<file path="config.mk">
export PLATFORM = sky130hd
export DESIGN_NAME = piecewise_linear_opacity_ramp_top
export DESIGN_NICKNAME = d
export VERILOG_FILES = /design/src/plor_pkg.sv /design/src/plor_div.sv /design/src/piecewise_linear_opacity_ramp_top.sv
export VERILOG_INCLUDE_DIRS = /design/src /design/src/src
export SDC_FILE = /design/constraint.sdc
export NUM_CORES = 2
export LEC_CHECK = 0
export ABC_CLOCK_PERIOD_IN_PS = 12250
export BUFFER_PORTS_ARGS = -buffer_cell sky130_fd_sc_hd__buf_2
export CAP_MARGIN = 20
export CORE_MARGIN = 4
export CORE_UTILIZATION = 65
export DETAILED_ROUTE_END_ITERATION = 10
export PLACE_DENSITY_LB_ADDON = 0.1
export SYNTH_ARGS = -nofsm -noshare
export SYNTH_HDL_FRONTEND = slang
export SYNTH_SLANG_ARGS = --single-unit
</file>
<file path="constraint.sdc">
create_clock -name aclk -period 12.25 [get_ports aclk]
set_input_delay 0.6125 -clock aclk [delete_from_list [all_inputs] [get_ports aclk]]
set_output_delay 0.6125 -clock aclk [all_outputs]
set_load 0.02 [all_outputs]
</file>
<file path="src/piecewise_linear_opacity_ramp_top_assert.svh">
// assertion macros shared by the opacity ramp rtl
`ifndef PIECEWISE_LINEAR_OPACITY_RAMP_TOP_ASSERT_SVH
`define PIECEWISE_LINEAR_OPACITY_RAMP_TOP_ASSERT_SVH

// condition holds at every edge out of reset
`define PLOR_ASSERT_HOLDS(name, cond, msg) \
    name: assert property (@(posedge aclk) disable iff (!aresetn) (cond)) else $error(msg);

// consequence holds in the same cycle as the trigger
`define PLOR_ASSERT_SAME(name, ante, cons, msg) \
    name: assert property (@(posedge aclk) disable iff (!aresetn) (ante) |-> (cons)) \
        else $error(msg);

// consequence holds in the cycle after the trigger
`define PLOR_ASSERT_NEXT(name, ante, cons, msg) \
    name: assert property (@(posedge aclk) disable iff (!aresetn) (ante) |=> (cons)) \
        else $error(msg);

`endif

</file>
<file path="src/plor_pkg.sv">
// types and constants shared by the opacity ramp modules
package plor_pkg;

    localparam int MAX_POINTS = 16;
    localparam int MAX_PIXELS = 4096;

    localparam int PT_IDX_W  = $clog2(MAX_POINTS);
    localparam int PT_CNT_W  = $clog2(MAX_POINTS + 1);
    localparam int PIX_IDX_W = $clog2(MAX_PIXELS);
    localparam int PIX_N_W   = $clog2(MAX_PIXELS + 1);

    localparam int COORD_W  = 17;
    localparam int GAIN_W   = 17;
    localparam int PCOUNT_W = 13;
    localparam int BYTE_W   = 8;
    localparam int POINT_W  = 2 * COORD_W;
    localparam int XQ_W     = 16;

    localparam int S_TDATA_W = 64;
    localparam int S_TUSER_W = 2;
    localparam int M_TDATA_W = 32;
    localparam int M_TUSER_W = 1;
    localparam int CFG_IDX_W = 1;

    // shared restoring divider
    localparam int DIV_W       = 17;
    localparam int DIV_BITS    = 16;
    localparam int DIV_CNT_W   = $clog2(DIV_BITS + 1);
    localparam int XQ_STEPS    = 16;
    localparam int ALPHA_STEPS = 8;

    typedef enum logic [S_TUSER_W-1:0] {
        OP_CLEAR  = 2'd0,
        OP_APPEND = 2'd1,
        OP_PIXEL  = 2'd2
    } op_t;

    typedef enum logic [CFG_IDX_W-1:0] {
        REG_OPACITY_GAIN = 1'b0,
        REG_PIXEL_COUNT  = 1'b1
    } cfg_reg_t;

    typedef enum logic [3:0] {
        ST_IDLE,
        ST_DIV_X,
        ST_SCAN,
        ST_LOWER,
        ST_MUL,
        ST_SUM,
        ST_SCALE,
        ST_TRUNC,
        ST_CLAMP,
        ST_DIV_A,
        ST_OUT
    } state_t;

    typedef struct packed {
        logic                 start;
        logic [DIV_W-1:0]     rem_init;
        logic [DIV_W-1:0]     divisor;
        logic [DIV_BITS-1:0]  bits;
        logic [DIV_CNT_W-1:0] steps;
    } div_req_t;

    typedef struct packed {
        logic                done;
        logic [DIV_BITS-1:0] quotient;
    } div_rsp_t;

endpackage

</file>
<file path="src/plor_div.sv">
// restoring divider, one quotient bit per cycle
module plor_div
    import plor_pkg::*;
(
    input  logic     aclk,
    input  logic     aresetn,
    input  div_req_t req,
    output div_rsp_t rsp
);

    logic                 busy_reg;
    logic                 done_reg;
    logic [DIV_CNT_W-1:0] cnt_reg;
    logic [DIV_W-1:0]     rem_reg;
    logic [DIV_W-1:0]     den_reg;
    logic [DIV_BITS-1:0]  bits_reg;
    logic [DIV_BITS-1:0]  quot_reg;

    logic [DIV_W:0] trial;
    logic [DIV_W:0] diff;
    logic           fits;

    always_comb begin
        trial = {rem_reg, bits_reg[DIV_BITS-1]};
        diff  = trial - {1'b0, den_reg};
        fits  = trial >= {1'b0, den_reg};
    end

    always_ff @(posedge aclk) begin
        if (!aresetn) begin
            busy_reg <= 1'b0;
            done_reg <= 1'b0;
            cnt_reg  <= '0;
        end else begin
            done_reg <= 1'b0;
            if (req.start) begin
                busy_reg <= 1'b1;
                cnt_reg  <= req.steps;
            end else if (busy_reg) begin
                cnt_reg <= cnt_reg - DIV_CNT_W'(1);
                if (cnt_reg == DIV_CNT_W'(1)) begin
                    busy_reg <= 1'b0;
                    done_reg <= 1'b1;
                end
            end
        end
    end

    always_ff @(posedge aclk) begin
        if (req.start) begin
            rem_reg  <= req.rem_init;
            den_reg  <= req.divisor;
            bits_reg <= req.bits;
            quot_reg <= '0;
        end else if (busy_reg) begin
            rem_reg  <= fits ? diff[DIV_W-1:0] : trial[DIV_W-1:0];
            bits_reg <= {bits_reg[DIV_BITS-2:0], 1'b0};
            quot_reg <= {quot_reg[DIV_BITS-2:0], fits};
        end
    end

    assign rsp.done     = done_reg;
    assign rsp.quotient = quot_reg;

endmodule

</file>
<file path="src/piecewise_linear_opacity_ramp_top.sv">
// Opacity ramp: control points in a 16-entry RAM, one item at a time. Clear and append
// words are taken in the idle state and can follow back to back. A colour pixel holds
// the input until its word is loaded into the output register: the pixel position and,
// when the alpha is neither saturated nor zero, the final alpha quotient go through one
// shared restoring divider at one bit per cycle (16 bits, then 8), and the segment
// search reads the point RAM one entry per cycle. A finished word waits in the output
// register while the next item is taken. The point RAM has no reset and needs no
// clearing pass; only entries written since the last clear are read.
`include "piecewise_linear_opacity_ramp_top_assert.svh"

module piecewise_linear_opacity_ramp_top
    import plor_pkg::*;
(
    input  logic                 aclk,
    input  logic                 aresetn,
    input  logic                 s_tvalid,
    output logic                 s_tready,
    // point_x[16:0], point_y[33:17], red_in[41:34], green_in[49:42], blue_in[57:50]
    input  logic [S_TDATA_W-1:0] s_tdata,
    // op[1:0]
    input  logic [S_TUSER_W-1:0] s_tuser,
    output logic                 m_tvalid,
    input  logic                 m_tready,
    // red_out[7:0], green_out[15:8], blue_out[23:16], alpha_out[31:24]
    output logic [M_TDATA_W-1:0] m_tdata,
    // last_pixel
    output logic                 m_tlast,
    // status[0]
    output logic [M_TUSER_W-1:0] m_tuser,
    input  logic                 cfg_valid,
    output logic                 cfg_ready,
    input  logic [CFG_IDX_W-1:0] cfg_index,
    input  logic [GAIN_W-1:0]    cfg_data
);

    localparam int PROD_W = 2 * (COORD_W + 1);
    localparam int SUM_W  = PROD_W + 1;
    localparam int NUM_W  = PROD_W - 1;
    localparam int P1_W   = NUM_W + GAIN_W;
    localparam int P255_W = P1_W + BYTE_W;
    localparam int T_W    = P255_W - 32;

    // control state
    state_t                state_reg, state_next;
    logic [GAIN_W-1:0]     gain_reg;
    logic [PCOUNT_W-1:0]   pcount_reg;
    logic [PT_CNT_W-1:0]   total_reg, total_next;
    logic [PIX_IDX_W-1:0]  pix_reg, pix_next;
    logic [PT_IDX_W-1:0]   seg_reg, seg_next;
    logic                  m_valid_reg;

    // point ram
    logic [POINT_W-1:0]    pts_mem [MAX_POINTS];
    logic [POINT_W-1:0]    rd_data_reg;
    logic                  rd_en;
    logic [PT_IDX_W-1:0]   rd_addr;
    logic                  wr_en;

    // per-pixel datapath
    logic [PIX_IDX_W-1:0]  i_reg;
    logic                  last_reg;
    logic                  status_reg;
    logic [BYTE_W-1:0]     red_reg, green_reg, blue_reg;
    logic [XQ_W-1:0]       xq_reg;
    logic [COORD_W-1:0]    y0_reg, y1_reg;
    logic signed [COORD_W:0] w_reg, d_reg, dy_reg;
    logic signed [PROD_W-1:0] prod_a_reg, prod_b_reg;
    logic [NUM_W-1:0]      num_reg;
    logic [COORD_W-1:0]    wabs_reg;
    logic                  nonpos_reg;
    logic [P1_W-1:0]       p1_reg;
    logic [T_W-1:0]        t_reg;
    logic [BYTE_W-1:0]     alpha_reg, alpha_next;
    logic                  alpha_load;
    logic [M_TDATA_W-1:0]  m_data_reg;
    logic                  m_last_reg;
    logic                  m_user_reg;

    div_req_t              div_req;
    div_rsp_t              div_rsp;

    op_t                   op;
    logic                  accept;
    logic                  out_free;
    logic                  out_load;
    logic                  advance;
    logic                  sat;
    logic [31:0]           pc_wide;
    logic [PIX_N_W-1:0]    n_eff;
    logic [PIX_N_W-1:0]    n_last_full;
    logic [PIX_IDX_W-1:0]  n_last;
    logic [PIX_IDX_W-1:0]  i_eff;
    logic [PT_CNT_W-1:0]   seg_p1, seg_p2;
    logic [PT_IDX_W-1:0]   seg_eff;
    logic [COORD_W-1:0]    rd_x, rd_y;
    logic signed [SUM_W-1:0] sum_w, snum;
    logic signed [COORD_W:0] wneg;
    logic [P255_W-1:0]     p255;

    plor_div u_div (
        .aclk    (aclk),
        .aresetn (aresetn),
        .req     (div_req),
        .rsp     (div_rsp)
    );

    assign op        = op_t'(s_tuser);
    assign s_tready  = (state_reg == ST_IDLE);
    assign accept    = s_tvalid && s_tready;
    assign out_free  = !m_valid_reg || m_tready;
    assign cfg_ready = 1'b1;
    assign rd_x      = rd_data_reg[COORD_W-1:0];
    assign rd_y      = rd_data_reg[POINT_W-1:COORD_W];

    // ramp length and the clamped pixel index
    always_comb begin
        pc_wide = 32'(pcount_reg);
        if (pc_wide == 32'd0) begin
            n_eff = PIX_N_W'(1);
        end else if (pc_wide > 32'(MAX_PIXELS)) begin
            n_eff = PIX_N_W'(MAX_PIXELS);
        end else begin
            n_eff = pc_wide[PIX_N_W-1:0];
        end
        n_last_full = n_eff - PIX_N_W'(1);
        n_last      = n_last_full[PIX_IDX_W-1:0];
        i_eff       = (pix_reg > n_last) ? n_last : pix_reg;
    end

    // interpolation arithmetic
    always_comb begin
        sum_w = {prod_a_reg[PROD_W-1], prod_a_reg} + {prod_b_reg[PROD_W-1], prod_b_reg};
        snum  = w_reg[COORD_W] ? -sum_w : sum_w;
        wneg  = -w_reg;
        p255  = {p1_reg, {BYTE_W{1'b0}}} - {{BYTE_W{1'b0}}, p1_reg};
        sat   = t_reg >= T_W'({wabs_reg, {BYTE_W{1'b0}}});
    end

    always_comb begin
        state_next = state_reg;
        total_next = total_reg;
        pix_next   = pix_reg;
        seg_next   = seg_reg;
        rd_en      = 1'b0;
        rd_addr    = seg_reg;
        wr_en      = 1'b0;
        out_load   = 1'b0;
        alpha_load = 1'b0;
        alpha_next = '0;
        advance    = 1'b0;
        div_req    = '0;
        seg_p1     = PT_CNT_W'(seg_reg) + PT_CNT_W'(1);
        seg_p2     = PT_CNT_W'(seg_reg) + PT_CNT_W'(2);
        seg_eff    = (seg_p1 >= total_reg) ? '0 : seg_reg;

        case (state_reg)
            ST_IDLE: begin
                if (accept) begin
                    case (op)
                        OP_CLEAR: begin
                            total_next = '0;
                            pix_next   = '0;
                            seg_next   = '0;
                        end
                        OP_APPEND: begin
                            if (total_reg < PT_CNT_W'(MAX_POINTS)) begin
                                wr_en      = 1'b1;
                                total_next = total_reg + PT_CNT_W'(1);
                            end
                        end
                        OP_PIXEL: begin
                            // x = floor(i * 2^16 / n): remainder starts at i, zeros shift in
                            div_req.start    = 1'b1;
                            div_req.rem_init = DIV_W'(i_eff);
                            div_req.divisor  = DIV_W'(n_eff);
                            div_req.bits     = '0;
                            div_req.steps    = DIV_CNT_W'(XQ_STEPS);
                            state_next       = ST_DIV_X;
                        end
                        default: ;
                    endcase
                end
            end
            ST_DIV_X: begin
                if (div_rsp.done) begin
                    if (status_reg) begin
                        alpha_load = 1'b1;
                        state_next = ST_OUT;
                    end else begin
                        seg_next   = seg_eff;
                        rd_en      = 1'b1;
                        rd_addr    = seg_eff + PT_IDX_W'(1);
                        state_next = ST_SCAN;
                    end
                end
            end
            ST_SCAN: begin
                // read data holds the upper point of the current segment
                if (seg_p2 < total_reg && {1'b0, xq_reg} > rd_x) begin
                    advance  = 1'b1;
                    seg_next = seg_p1[PT_IDX_W-1:0];
                    rd_en    = 1'b1;
                    rd_addr  = seg_p2[PT_IDX_W-1:0];
                end else begin
                    rd_en      = 1'b1;
                    rd_addr    = seg_reg;
                    state_next = ST_LOWER;
                end
            end
            ST_LOWER: state_next = ST_MUL;
            ST_MUL:   state_next = ST_SUM;
            ST_SUM:   state_next = ST_SCALE;
            ST_SCALE: begin
                if (nonpos_reg) begin
                    alpha_load = 1'b1;
                    state_next = ST_OUT;
                end else begin
                    state_next = ST_TRUNC;
                end
            end
            ST_TRUNC: state_next = ST_CLAMP;
            ST_CLAMP: begin
                if (sat) begin
                    alpha_load = 1'b1;
                    alpha_next = '1;
                    state_next = ST_OUT;
                end else begin
                    // quotient is below 256, so only the low byte of t is left to divide
                    div_req.start    = 1'b1;
                    div_req.rem_init = t_reg[DIV_W+BYTE_W-1:BYTE_W];
                    div_req.divisor  = wabs_reg;
                    div_req.bits     = {t_reg[BYTE_W-1:0], {(DIV_BITS-BYTE_W){1'b0}}};
                    div_req.steps    = DIV_CNT_W'(ALPHA_STEPS);
                    state_next       = ST_DIV_A;
                end
            end
            ST_DIV_A: begin
                if (div_rsp.done) begin
                    alpha_load = 1'b1;
                    alpha_next = div_rsp.quotient[BYTE_W-1:0];
                    state_next = ST_OUT;
                end
            end
            ST_OUT: begin
                if (out_free) begin
                    out_load = 1'b1;
                    if (last_reg) begin
                        pix_next = '0;
                        seg_next = '0;
                    end else begin
                        pix_next = i_reg + PIX_IDX_W'(1);
                    end
                    state_next = ST_IDLE;
                end
            end
            default: state_next = ST_IDLE;
        endcase
    end

    always_ff @(posedge aclk) begin
        if (!aresetn) begin
            state_reg   <= ST_IDLE;
            total_reg   <= '0;
            pix_reg     <= '0;
            seg_reg     <= '0;
            m_valid_reg <= 1'b0;
        end else begin
            state_reg <= state_next;
            total_reg <= total_next;
            pix_reg   <= pix_next;
            seg_reg   <= seg_next;
            if (out_load) begin
                m_valid_reg <= 1'b1;
            end else if (m_tready) begin
                m_valid_reg <= 1'b0;
            end
        end
    end

    always_ff @(posedge aclk) begin
        if (!aresetn) begin
            gain_reg   <= GAIN_W'(65536);
            pcount_reg <= PCOUNT_W'(256);
        end else if (cfg_valid) begin
            case (cfg_reg_t'(cfg_index))
                REG_OPACITY_GAIN: gain_reg   <= cfg_data;
                REG_PIXEL_COUNT:  pcount_reg <= cfg_data[PCOUNT_W-1:0];
                default: ;
            endcase
        end
    end

    always_ff @(posedge aclk) begin
        if (wr_en) begin
            pts_mem[total_reg[PT_IDX_W-1:0]] <= {s_tdata[33:17], s_tdata[16:0]};
        end
        if (rd_en) begin
            rd_data_reg <= pts_mem[rd_addr];
        end
    end

    always_ff @(posedge aclk) begin
        if (accept && op == OP_PIXEL) begin
            i_reg      <= i_eff;
            last_reg   <= (i_eff == n_last);
            status_reg <= (total_reg < PT_CNT_W'(2));
            red_reg    <= s_tdata[41:34];
            green_reg  <= s_tdata[49:42];
            blue_reg   <= s_tdata[57:50];
        end
        if (state_reg == ST_DIV_X && div_rsp.done) begin
            xq_reg <= div_rsp.quotient[XQ_W-1:0];
        end
        if (state_reg == ST_SCAN && !advance) begin
            y1_reg <= rd_y;
            // keep x1 in w until the lower point arrives
            w_reg  <= $signed({1'b0, rd_x});
        end
        if (state_reg == ST_LOWER) begin
            y0_reg <= rd_y;
            w_reg  <= w_reg - $signed({1'b0, rd_x});
            d_reg  <= $signed({2'b00, xq_reg}) - $signed({1'b0, rd_x});
            dy_reg <= $signed({1'b0, y1_reg}) - $signed({1'b0, rd_y});
        end
        if (state_reg == ST_MUL) begin
            prod_a_reg <= PROD_W'($signed({1'b0, y0_reg})) * PROD_W'(w_reg);
            prod_b_reg <= PROD_W'(d_reg) * PROD_W'(dy_reg);
        end
        if (state_reg == ST_SUM) begin
            if (w_reg == '0) begin
                // zero-width segment takes the upper point's y over a unit width
                num_reg    <= NUM_W'(y1_reg);
                wabs_reg   <= COORD_W'(1);
                nonpos_reg <= 1'b0;
            end else begin
                num_reg    <= snum[NUM_W-1:0];
                wabs_reg   <= w_reg[COORD_W] ? wneg[COORD_W-1:0] : w_reg[COORD_W-1:0];
                nonpos_reg <= snum[SUM_W-1] || (snum == '0);
            end
        end
        if (state_reg == ST_SCALE) begin
            p1_reg <= P1_W'(num_reg) * P1_W'(gain_reg);
        end
        if (state_reg == ST_TRUNC) begin
            t_reg <= p255[P255_W-1:32];
        end
        if (alpha_load) begin
            alpha_reg <= alpha_next;
        end
        if (out_load) begin
            m_data_reg <= {alpha_reg, blue_reg, green_reg, red_reg};
            m_last_reg <= last_reg;
            m_user_reg <= status_reg;
        end
    end

    assign m_tvalid = m_valid_reg;
    assign m_tdata  = m_data_reg;
    assign m_tlast  = m_last_reg;
    assign m_tuser  = m_user_reg;

    `PLOR_ASSERT_HOLDS(a_total_bound, total_reg <= PT_CNT_W'(MAX_POINTS), "point count overflow")
    `PLOR_ASSERT_SAME(a_scan_in_table, state_reg == ST_SCAN, seg_p1 < total_reg, "segment past table")
    `PLOR_ASSERT_NEXT(a_result_issued, out_load, m_tvalid && state_reg == ST_IDLE, "result lost")

endmodule

</file>
# After elaboration in Yosys (flattened, before gate mapping)
# Memory sizes are Yosys's and may differ from the RTL's. A register that Yosys moved wholly into a read port is not among the register bits.
# Index checks and enable logic that the tools add are counted.
[classes] addsub=15 multipliers=3 n_lt_le_gt_ge=9 n_eq_ne=25 muxes=77 bitwise=3 n_reduce_logical=27
[ops] op="2-to-1 mux 56 bit" count=3
[ops] op="one-hot mux 56 bit (2 select lines)" count=1
[ops] op="2-to-1 mux 17 bit" count=5
[ops] op="2-to-1 mux 4 bit" count=19
[ops] op="multiplier 18 x 18 -> 36 bit" count=2
[ops] op="2-to-1 mux 12 bit" count=5
[ops] op="subtractor 60 x 52 -> 60 bit" count=1
[ops] op="multiplier 35 x 17 -> 52 bit" count=1
[ops] op="one-hot mux 4 bit (11 select lines)" count=1
[ops] op="adder 36 x 36 -> 37 bit" count=1
[ops] op="zero test 37 bit" count=1
[ops] op="2-to-1 mux 37 bit" count=1
[ops] op="negator 37 bit" count=1
[ops] op="2-to-1 mux 18 bit" count=2
[ops] op="2-to-1 mux 16 bit" count=2
[ops] op=">= comparator 28 x 25 -> 1 bit" count=1
[ops] op="2-to-1 mux 13 bit" count=2
[ops] op="one-hot mux 12 bit (2 select lines)" count=1
[ops] op="2-to-1 mux 1 bit" count=23
[ops] op=">= comparator 18 x 17 -> 1 bit" count=1
[ops] op="zero test 18 bit" count=1
[ops] op="subtractor 16 x 17 -> 18 bit" count=1
[ops] op="subtractor 17 x 17 -> 18 bit" count=1
[ops] op="subtractor 18 bit" count=1
[ops] op="49 further kinds" count=81
[totals] register_bits=518 ram_bits=544 inputBits=89 elab_cells=198 n_memories=1
[memory_table] memory="pts_mem" depth=16 width=34 rd=1 rd_ports_with_merged_regs=1 wr=1 line_no="piecewise_linear_opacity_ramp_top.sv:53" source="logic [POINT_W-1:0] pts_mem [MAX_POINTS];"

# Depth between registers and ports, before layout
[logic_depth] word_depth=10 depth_mapped=30 mapped_depth_nobuf=28

# Modules after synthesis
# Synthesis repeated with hierarchy kept, for this count alone.
[unflattened] hier_cells=8535 area_unflattened_um2=92314.8
[modules_own_cells] module="piecewise_linear_opacity_ramp_top" n_inst=1 cells_per_inst=8182 area_per_inst_um2=88379.8 seq_area_each_um2=30158.9
[modules_own_cells] module="plor_div" n_inst=1 cells_per_inst=353 area_per_inst_um2=3935.0 seq_area_each_um2=1961.9

# Worst setup path before layout
# OpenSTA, ideal clock, no wires.
[synth_path] path_type="reg2reg" startpoint="register w_reg[17]" endpoint="register prod_a_reg[32] (data pin)" setup_time_ns=0.259 arrival_ns=7.212 required_time_ns=11.991 slack_ns=4.779 stages_incl_launch_ff=30 path_buffers=5 period_less_slack_ns=7.471 path_cell_list="edfxtp_1 clkbuf_1 clkbuf_1 clkbuf_1 clkbuf_1 buf_1 nand2b_1 fa_1 fa_1 inv_1 fa_1 fa_1 fa_1 inv_1 fa_1 inv_1 ha_1 a21o_1 nand2_1 o31ai_1 a31o_2 o41ai_1 o211a_1 nor3_1 and4_1 o31a_1 o21ai_0 nand2b_1 a21oi_1 xnor2_1"
[synth_between] elab_chain_len=1
[synth_rtl] item="start, declared" line_no="piecewise_linear_opacity_ramp_top.sv:66" source="logic signed [COORD_W:0] w_reg, d_reg, dy_reg;"
[synth_rtl] item="start signal, assigned" line_no="piecewise_linear_opacity_ramp_top.sv:317" source="w_reg <= $signed({1'b0, rd_x});"
[synth_rtl] item="start signal, assigned" line_no="piecewise_linear_opacity_ramp_top.sv:321" source="w_reg <= w_reg - $signed({1'b0, rd_x});"
[synth_rtl] item="multiplier 18 x 18 -> 36 bit" line_no="piecewise_linear_opacity_ramp_top.sv:326" source="prod_a_reg <= PROD_W'($signed({1'b0, y0_reg})) * PROD_W'(w_reg);"
[synth_rtl] item="end signal, assigned" line_no="piecewise_linear_opacity_ramp_top.sv:326"
[synth_rtl] item="end, declared" line_no="piecewise_linear_opacity_ramp_top.sv:67" source="logic signed [PROD_W-1:0] prod_a_reg, prod_b_reg;"
# Every way passes these cells.
# A chain may end at the register's enable or synchronous reset.

# Final worst setup path
[layout_path] startpoint="register num_reg[6]" endpoint="register p1_reg[47] (data pin)"
[layout_between] elab_chain_len=1
[layout_rtl] item="start, declared" line_no="piecewise_linear_opacity_ramp_top.sv:68" source="logic [NUM_W-1:0] num_reg;"
[layout_rtl] item="start signal, assigned" line_no="piecewise_linear_opacity_ramp_top.sv:332" source="num_reg <= NUM_W'(y1_reg);"
[layout_rtl] item="start signal, assigned" line_no="piecewise_linear_opacity_ramp_top.sv:336" source="num_reg <= snum[NUM_W-1:0];"
[layout_rtl] item="multiplier 35 x 17 -> 52 bit" line_no="piecewise_linear_opacity_ramp_top.sv:342" source="p1_reg <= P1_W'(num_reg) * P1_W'(gain_reg);"
[layout_rtl] item="end signal, assigned" line_no="piecewise_linear_opacity_ramp_top.sv:342"
[layout_rtl] item="end, declared" line_no="piecewise_linear_opacity_ramp_top.sv:71" source="logic [P1_W-1:0] p1_reg;"
# Every way passes these cells.

==> metrics.txt <==
status completed; most frequent cell after synthesis inv_1; Worst EP required 12.74 ns; Routed Antenna Nets 0; port bufs 118; pre-CTS setup slack 4.258 ns; Distinct cells, synth 95; EDFF count, synth 1009; Slew @ Worst Pin 1.250 ns; Final setup viols 0; Max FO, Critical Path 17; Vias/cell 5.792; worst setup margin 4.147 ns; critical path type register to register; RePlAce Congestion 0.9146; IR drop worst, VDD 0.0006340 V; crit path launch type register; endpoint type of the worst setup path register; fraction of final layout cells sized beyond drive strength 1 0.05404; Clock transition at path regs 0.06 ns; Comb power frac 0.557; TritonRoute pass-1 iters 6; routed len/inst 20.68 um; Root Driver clkbuf_16; initial antenna violation count 9; Ys Warns 0; final period utilization 0.6614; sw power 7.718 mW; Pint 10.80 mW; Primary FF master, synth edfxtp_1; FILL cells 10065; Max Clk Rate 123.4 MHz; Area after DPL 93180 um2; largest net degree at the start of global routing 122; area delta synth->final 6.789%; synthesized flop and latch total 1088; Inserted Clock Buffers 107; sw frac 0.4168; asr flop ratio synth 0; hold crit path type input pin to register; Synth area leader edfxtp_1; Core ar. 138000 um2; Design Area, Final 96870 um2; final hold vios 0; min Tclk post-route 8.103 ns; maxcap violations 0; P_leak 43.60 nW; Pwr per Cell Area 191.2 nW/um2; die span in y 381.6 um; via count 59804; row count 136; Reg power frac 0.266; Syn Inst Count 8393; Initial Utilization 0.6573; die footprint 145600 um2; Routed Wire Length 213500 um; cell area after synthesis 90710 um2; Synthesized Nets 10099; post-CTS setup buffer count 0; Overflow after GRT 0; GRT Total Usage 0.2999; Slew HR 0.1668; Clk Latency, worst-skew pair 0.78 ns; die width 381.6 um; number of flip-flops in the largest register 544; CTS tree done; CTS Buffer Depth 3; layout net count 10070; Tot Pwr 18.52 mW; Clk network pwr share 0.177; first-pass GRT wire length 343200 um; Worst Skew 0.1032 ns; vias in the first global route 63095; Final TNS setup 0 ns; DRC Markers 0; top post-synthesis cells by count 1425 x inv_1, 1087 x nand2_1, 1068 x fa_1, 1009 x edfxtp_1, 550 x mux2i_1; Pins Over Slew Limit 0; DRT iter0 DRCs 4262; sequential area share after synthesis 0.3515; Synth area leaders edfxtp_1 33%, fa_1 24%, ha_1 7.6%, mux2i_1 6.1%, inv_1 5.9%; HPWL after DPL 154700 um; Top-Level Pins 126; top cell type's share of synthesized area 0.3340; Crit path arrival time 8.59 ns; htree depth 3; RSZ-0062 raised after global routing false; Avg Inst Size Synth 10.81 um2; TritonCTS sink count 1088
-- cells by family (layout without fill, tap and decap cells) --
family	Yosys count	after routing	share of synthesized area
buffers and inverters	1783	1846	0.07432
other	1	7	0.00004134
AOI/OAI and AO/OA	847	847	0.05973
adders and majority gates	1617	1617	0.3114
and+or+nand+nor	2221	2221	0.1144
DFF	1088	1088	0.3515
xor gates and xnor gates	280	280	0.02712
muxes	556	556	0.06144
-- routing by layer --
layer / wire, um / up-vias / GRT usage
met2: 103400 / 2141 / 0.5021
li1: - / 27149 / -
met1: 85820 / 30035 / 0.3959
met5: 44 / - / 0
met3: 14880 / 473 / 0.04887
met4: 9310 / 6 / 0.1174
-- area by class of cell --
type | count | area [um2] | share of cell area
Clock inverter | 61 | 653.1 | 0.006743
Antenna cell | 6 | 15.01 | 0.0001550
Multi-Input combinational cell | 5522 | 52310 | 0.5400
Sequential cell | 1088 | 31890 | 0.3292
Clock buffer | 140 | 2930 | 0.03025
Inverter | 1427 | 5356 | 0.05530
Timing Repair Buffer | 218 | 1386 | 0.01431
Tap cell | 1863 | 2331 | 0.02406
-- critical path, stage by stage (launching register included) --
cell	delay [ns]
edfxtp_1	0.92
nand2_1	0.19
fa_1	0.54
inv_1	0.05
fa_1	0.50
inv_1	0.06
fa_1	0.54
inv_1	0.05
fa_1	0.38
fa_1	0.51
inv_1	0.05
fa_1	0.50
inv_1	0.05
ha_1	0.39
a21o_1	0.19
a21oi_1	0.20
a21oi_1	0.11
a211oi_1	0.39
a31oi_1	0.24
a211o_1	0.40
a21oi_1	0.22
a21oi_1	0.16
a41oi_1	0.30
a211o_1	0.25
a21o_1	0.22
nor2_1	0.07
a211oi_1	0.28
xnor2_1	0.11
-- through the flow --
| step | hold slack, ns | cells | util |
|---|---|---|---|
| floorplan | 0.4003 | 8393 | - |
| global placement | 0.4003 | 10109 | 0.6752 |
| detailed placement | 0.4045 | 10109 | 0.6752 |
| CTS | 0.02667 | 10318 | 0.7017 |
| global route | 0.02901 | 10321 | 0.7018 |
| finish | 0.07732 | 10325 | 0.7019 |
-- power by group through the flow --
stage / Combinational (mW) / Clock (mW) / Sequential [mW]
floorplan: 7.51 / 0 / 4.90
global placement: 9.95 / 0 / 4.99
detailed placement: 10.2 / 0 / 4.99
CTS: 10.3 / 3.34 / 4.92
global route: 11.6 / 3.50 / 4.93
finish: 10.3 / 3.28 / 4.92
-- layout by cell type (no fill, tap or decap), drive strengths merged, types with 8 or more instances in the layout --
cell type	instances
a211oi	26
o21ai	201
o41ai	9
nor3	57
ha	549
a22o	13
a21boi	31
nand3	71
and3	17
dfxtp	79
nor2	309
nor4	20
inv	1430
fa	1068
dlygate4sd3	8
nand2	1087
mux2i	550
buf	210
a31oi	30
or3	21
o21bai	18
clkbuf	140
o31ai	26
o21a	29
xor2	88
or2	11
clkinv	45
xnor2	192
edfxtp	1009
a21oi	243
o211ai	23
nor2b	45
a22oi	12
a21o	121
nand4	35
and2	454
nand2b	65
-- path summary, 6_finish.rpt --
| check | start | to | slack (ns) | depth (start not counted) |
|---|---|---|---|---|
| hold / removal | s_tdata[43] | green_reg[1] | 0.08 | 1 |
| setup reg to reg | num_reg[6] | p1_reg[47] | 4.15 | 27 |
| setup / recovery | num_reg[6] | p1_reg[47] | 4.15 | 27 |
| hold reg to reg | green_reg[4] | m_tdata[12] | 0.37 | 0 |
-- repair_timing --
action	4_1_cts	5_1_grt
endpoints found under the hold margin	8	0
gates resized for setup	0	0
hold buffers	8	0
(Power assumes the default switching activity.)
